File: config.mk
export PLATFORM = sky130hd
export DESIGN_NAME = r2fft_front
export DESIGN_NICKNAME = d
export VERILOG_FILES = /design/src/rtl/core/r2fft_pkg.sv /design/src/rtl/core/r2fft_front.sv
export SDC_FILE = /design/constraint.sdc
export NUM_CORES = 1
export LEC_CHECK = 0
export BUFFER_PORTS_ARGS = -buffer_cell sky130_fd_sc_hd__buf_2
export CORE_ASPECT_RATIO = 0.9
export CORE_MARGIN = 5
export CORE_UTILIZATION = 35
export DETAILED_ROUTE_END_ITERATION = 6
export GPL_ROUTABILITY_DRIVEN = 0
export MAX_ROUTING_LAYER = met4
export PLACE_DENSITY_LB_ADDON = 0.3
export SYNTH_ARGS = -nofsm -noshare
export SYNTH_HDL_FRONTEND = slang
export SYNTH_SLANG_ARGS = --single-unit
export TNS_END_PERCENT = 50
File: constraint.sdc
create_clock -name clk -period 2.6 [get_ports clk]
set_input_delay 0.39 -clock clk [delete_from_list [all_inputs] [get_ports clk]]
set_output_delay 0.39 -clock clk [all_outputs]
set_load 0.02 [all_outputs]
File: src/rtl/core/r2fft_pkg.sv
// Package for the radix-2 FFT: widths, sequencer state type, twiddle ROM.
// No dependencies.
package r2fft_pkg;
	localparam int SAMPLE_W = 16;
	localparam int BIN_W    = 22;
	localparam int FRAC_W   = 15;
	localparam int ROM_LOG2 = 6;

	typedef enum logic [1:0] {
		ST_LOAD,
		ST_CALC,
		ST_DRAIN
	} fft_state_t;

	// Sample pushed from the front end to the core
	typedef struct packed {
		logic signed [SAMPLE_W-1:0] re;
		logic signed [SAMPLE_W-1:0] im;
	} samp_t;

	// Quarter-wave cosine, Q1.15, 1.0 held as 32767
	function automatic logic signed [17:0] qcos(input logic [4:0] i);
		unique case (i)
			5'd0:  qcos = 18'sd32767;
			5'd1:  qcos = 18'sd32610;
			5'd2:  qcos = 18'sd32138;
			5'd3:  qcos = 18'sd31357;
			5'd4:  qcos = 18'sd30274;
			5'd5:  qcos = 18'sd28899;
			5'd6:  qcos = 18'sd27246;
			5'd7:  qcos = 18'sd25330;
			5'd8:  qcos = 18'sd23170;
			5'd9:  qcos = 18'sd20788;
			5'd10: qcos = 18'sd18205;
			5'd11: qcos = 18'sd15447;
			5'd12: qcos = 18'sd12540;
			5'd13: qcos = 18'sd9512;
			5'd14: qcos = 18'sd6393;
			5'd15: qcos = 18'sd3212;
			default: qcos = 18'sd0;
		endcase
	endfunction

	// Twiddle cos and sin for angle index t out of 64
	function automatic logic signed [35:0] twid(input logic [4:0] t);
		logic signed [17:0] c;
		logic signed [17:0] s;
		if (t <= 5'd16) begin
			c = qcos(t);
			s = qcos(5'd16 - t);
		end else begin
			c = -qcos(5'd0 - t);
			s = qcos(t - 5'd16);
		end
		twid = {c, s};
	endfunction
endpackage

File: src/rtl/core/r2fft_front.sv
// Front end: input skid queue (two entries) ahead of the transform core.
// Depends on r2fft_pkg.
module r2fft_front (
	input  logic                    clk,
	input  logic                    arst_n,
	input  logic                    flush,
	input  logic                    in_valid,
	output logic                    in_ready,
	input  r2fft_pkg::samp_t        in_data,
	output logic                    q_valid,
	input  logic                    q_ready,
	output r2fft_pkg::samp_t        q_data
);
	import r2fft_pkg::*;

	samp_t      mem_q [2];
	logic       wp_q, rp_q;
	logic [1:0] cnt_q;

	assign in_ready = (cnt_q != 2'd2);
	assign q_valid  = (cnt_q != 2'd0);
	assign q_data   = mem_q[rp_q];

	// payload storage
	always_ff @(posedge clk) begin
		if (in_valid && in_ready) mem_q[wp_q] <= in_data;
	end

	// pointers and fill count
	always_ff @(posedge clk or negedge arst_n) begin
		if (!arst_n) begin
			wp_q  <= 1'b0;
			rp_q  <= 1'b0;
			cnt_q <= 2'd0;
		end else if (flush) begin
			wp_q  <= 1'b0;
			rp_q  <= 1'b0;
			cnt_q <= 2'd0;
		end else begin
			if (in_valid && in_ready) wp_q <= ~wp_q;
			if (q_valid && q_ready) rp_q <= ~rp_q;
			cnt_q <= cnt_q + 2'((in_valid && in_ready) ? 1 : 0)
			      - 2'((q_valid && q_ready) ? 1 : 0);
		end
	end

	assert property (@(posedge clk) disable iff (!arst_n) cnt_q <= 2'd2)
		else $error("queue overflow");
	assert property (@(posedge clk) disable iff (!arst_n)
		(cnt_q == 2'd2 && !flush && !q_ready) |=> !in_ready)
		else $error("full queue accepted");
	assert property (@(posedge clk) disable iff (!arst_n) flush |=> cnt_q == 2'd0)
		else $error("flush left entries");
endmodule

== Yosys cells after proc, flatten, opt, wreduce, memory -nomap -nowiden ==
Memory sizes are Yosys's and may differ from the RTL's.
Cells that the tools add are included.

* Bits in registers: 4
* Memory bits (writable): 64
* Bits of input ports: 37
* Output and inout bits: 34
* Word-level logic and storage cells: 23
* Memories: 1

{| class="wikitable"
|+ Memories
! memory !! depth !! width !! rd ports !! clocked after Yosys merged registers in !! wr ports !! line !! text
|-
| mem_q || 2 || 32 || 1 || 0 || 1 || r2fft_front.sv:16 || <nowiki>samp_t mem_q [2];</nowiki>
|}

* $add $sub $neg: 2
* Equality and inequality tests: 1
* Multiplexer cells: 9
* Bitwise operators: 2
* Reduce and logical (&&, ||, !) cells: 5

{| class="wikitable"
|+ Operators with widths
! kind !! count
|-
| $mux 1 || 8
|-
| $reduce_bool 2->1 || 3
|-
| $add 2x1->2 || 1
|-
| $logic_and 1x1->1 || 2
|-
| $mux 2 || 1
|-
| $ne 2x2->1 const B || 1
|-
| $not 1->1 || 2
|-
| $sub 2x1->2 || 1
|}

== Longest topological paths before layout ==
* Word-level depth: 6
* Mapped depth: 8
* Depth with buffers taken out: 8

== Worst setup path before layout ==
No wires, ideal clock.

* Kind: register -> register
* From: reg cnt_q[0]
* To: mem mem_q[0][0] in the netlist's numbering, enable pin
* Setup time: 0.421 ns
* Arrival: 2.013 ns
* Data required time: 2.179 ns
* Slack: 0.166 ns
* Stages on the path, launching flop included: 4
* Buffers on the path: 0
* Clock period less this slack: 2.434 ns
* Cells stage by stage: dfrtp_1 -> nand2b_2 -> nand2_2 -> nor2_1

* Cells in the longest elaborated chain, start to end: 4

{| class="wikitable"
|+ Ends and longest elaborated chain
! element !! line !! text
|-
| start, declared || r2fft_front.sv:18 || <nowiki>logic [1:0] cnt_q;</nowiki>
|-
| start signal, assigned || r2fft_front.sv:42 || <nowiki>cnt_q <= cnt_q + 2'((in_valid && in_ready) ? 1 : 0)</nowiki>
|-
| $ne 2x2->1 || r2fft_front.sv:20 || <nowiki>assign in_ready = (cnt_q != 2'd2);</nowiki>
|-
| net in_ready || r2fft_front.sv:8 || <nowiki>output logic in_ready,</nowiki>
|-
| $logic_and 1x1->1 || r2fft_front.sv:26 || <nowiki>if (in_valid && in_ready) mem_q[wp_q] <= in_data;</nowiki>
|-
| $mux 1 || r2fft_front.sv:26 ||
|-
| $mux 1 (not written as such) || r2fft_front.sv:26 ||
|-
| end, declared || r2fft_front.sv:16 ||
|}

The timed path passes the listed nets, and every way through them passes these cells.

==> impl_metrics.ini <==
[drt]
wire_per_inst_um = 14.7
vias_per_cell = 4.34
vias = 1325
drc = 0
drt-pass1-iter-count = 2
antenna_left = 0
routed_wl_mm = 4.50
drt_iter0_drc = 47

[sta]
setup_violations = 0
worstMarginPinSlew_ns = 0.757
skew_ns = 0.00752
finalMaxSlewViolations = 0
max-slew-margin-rel = 0.495
period_share = 0.816
fin_ws_ns = 0.480
clock.fmax_mhz = 472
period_needed_ns = 2.12
rsz0062_at_grt = false
hold_viol_final = 0
fin_setup_tns_ns = 0

[clock_network]
h-tree-depth = 3
post-cts-setup-buffers = 0
clock-sinks = 68
cts_buffers = 9
clk_pin_slew_ns = 0.07
cts_root_buf = clkbuf_8
cts_tree = done
cts_buffer_depth = 2
clk_latency_ns = 0.33

[placed_design]
dp_cells = 289
dpl.hpwl_mm = 3.20
port-buffer-count = 70
dp_slack_ns = 0.799

[synthesis]
avgSynthCellArea_um2 = 21.9
synth_top_family_by_area = multiplexers
synth-adder-area-share = 0.00928
ys_seq_area_frac = 0.750
synthMuxAreaShare = 0.179
synth_top_cell_by_area = edfxtp_1
syn_inst = 123
synthTopCellsByArea = edfxtp_1, mux2_4, dfrtp_1
synthSimpleGateAreaFrac = 0.0246
syn_area_mm2 = 0.00270
ys_warn_count = 0
synth-xor-area-share = 0.00649
synth_top_area_share = 0.712
synthesis.nets = 162
synth-compound-area-share = 0.00278
ys_ff_latch = 68
netlist-cell-type-count = 19

[die]
rows = 30
dieArea_mm2 = 0.00957
core_mm2 = 0.00754
start_util = 0.358
die_h_um = 93.3
num_io_pins = 71
fp.dieW_um = 103

[final_layout]
utilization = 0.441
antenna-diode-count = 0
multi_input_area_um2 = 609
stdcell_count = 305
regArea_mm2 = 0.00202
fillCellCount = 678
area_growth_pct = 23.3
layout.nets = 244
drive_above_1_share = 0.608

[setup_path]
start_kind = flop
slowest_stage = dfrtp_2
r2r-start = cnt_q[1]$_DFF_PN0_
cp_cell_sequence = buf_4, mux2_4, buf_2
arrival_ns = 1.73
cp.required_ns = 2.21
r2r-end = cnt_q[1]$_DFF_PN0_
worst-setup-path-type = flop to primary output
startpoint = rp_q$_DFFE_PN0P_
critPathMaxStageDelay_ns = 0.64
critPathBufInv = 2
rrSetupSlack_ns = 0.92
end_kind = primary output
reg2reg_depth = 7
cp_max_fo = 15
cp_top_family = flip-flops

[run_status]
status = finished clean

[grt]
track_usage = 0.100
grt_pass1_vias = 1413
antenna_found_initial = 0
grt_pass1_wl_mm = 6.78
grt_max_degree = 33
grt-ovfl-total = 0

[pwr]
power_density_mw_per_mm2 = 1020
p_leak_uw = 0.00133
total_power_uw = 3400
ir_drop_v = 0.000495

[worst_hold_path]
hold_path_end = mem_q[1][2]$_DFFE_PP_
min_path_type = input pin to flop
hold_depth = 1
min_from = in_data[2]

[flow_run]
maxCapViolations = 0
routing by layer:
| layer | GRT usage | wire length (um) |
|---|---|---|
| met1 | 0.117 | 1930 |
| met4 | 0.0426 | 72 |
| met2 | 0.150 | 2090 |
| met3 | 0.0447 | 399 |
| met5 | - | 0 |
Yosys cell counts:
cell	number
nor3_1	1
ha_1	2
edfxtp_1	64
nor2_1	4
nand2_2	1
nor2b_1	2
and3_1	1
xor2_1	1
buf_12	3
buf_6	1
xnor2_1	1
mux2_2	3
and2_1	1
nand2b_2	1
o21a_1	1
or2_2	1
mux2_4	30
dfrtp_1	4
inv_1	1
where the power goes:
part	switching [uW]	internal [uW]	total (uW)
Combinational	589	518	1110
Sequential	96.5	1410	1510
Clock	359	428	787
logic make-up after synthesis:
group                    Yosys count
flip-flops                        68
XOR/XNOR                           2
multiplexers                      33
AND/OR/NAND/NOR                   12
AO/OA/AOI/OAI                      1
buffers and inverters              5
adder cells (fa/ha/maj)            2
stage by stage:
stage / area (um2) / hold WS, ns
6_report: 3330 / 0.243
4_1_cts: 3330 / 0.216
5_1_grt: 3330 / 0.215
3_5_place_dp: 3140 / 0.210
2_1_floorplan: 2700 / 0.0944
3_3_place_gp: 3140 / 0.206
repair_timing:
item / CTS / global route
gates resized for setup: 0 / 0
hold buffers: 1 / 0
endpoints found under the hold margin: 4 / 0
worst register-to-register path, stage by stage (launching register included):
cell and delay, ns:
dfrtp_1 0.43, o21a_1 0.24, ha_1 0.28, inv_1 0.04, ha_1 0.18, xor2_1 0.15, and2_1 0.16, nor3_1 0.12
worst max path at each step:
stage                                  to  slack, ns  depth (start not counted)
finish                         q_data[10]       0.48                          3
global route                   q_data[15]       0.38                          3
CTS                            q_data[10]       0.43                          3
detailed placement             q_data[10]       0.80                          3
global placement               q_data[30]       0.81                          3
floorplan           mem_q[0][0]$_DFFE_PP_       0.17                          3
layout by cell type (no fill, tap or decap), types with 2 or more instances in the layout:
cell       n
clkinv_2   3
mux2_2     3
clkbuf_8   9
buf_2     70
buf_4      4
ha_1       2
nor2b_1    2
mux2_4    30
dfrtp_1    3
nor2_1     3
edfxtp_1  64
state kept, by name, summed over array words and instances, names as in the netlist:
| signal | count |
|---|---|
| cnt_q | 2 |
| wp_q | 1 |
| mem_q | 64 |
| rp_q | 1 |
cell type report:
| cell class | instances | area share |
|---|---|---|
| clock buffer | 9 | 0.0372 |
| multi-input combinational | 50 | 0.183 |
| clock inverter | 6 | 0.0169 |
| sequential | 68 | 0.608 |
| timing repair buffer | 75 | 0.117 |
| inverter | 1 | 0.00113 |
| tap | 96 | 0.0361 |
(Power assumes the default switching activity.)
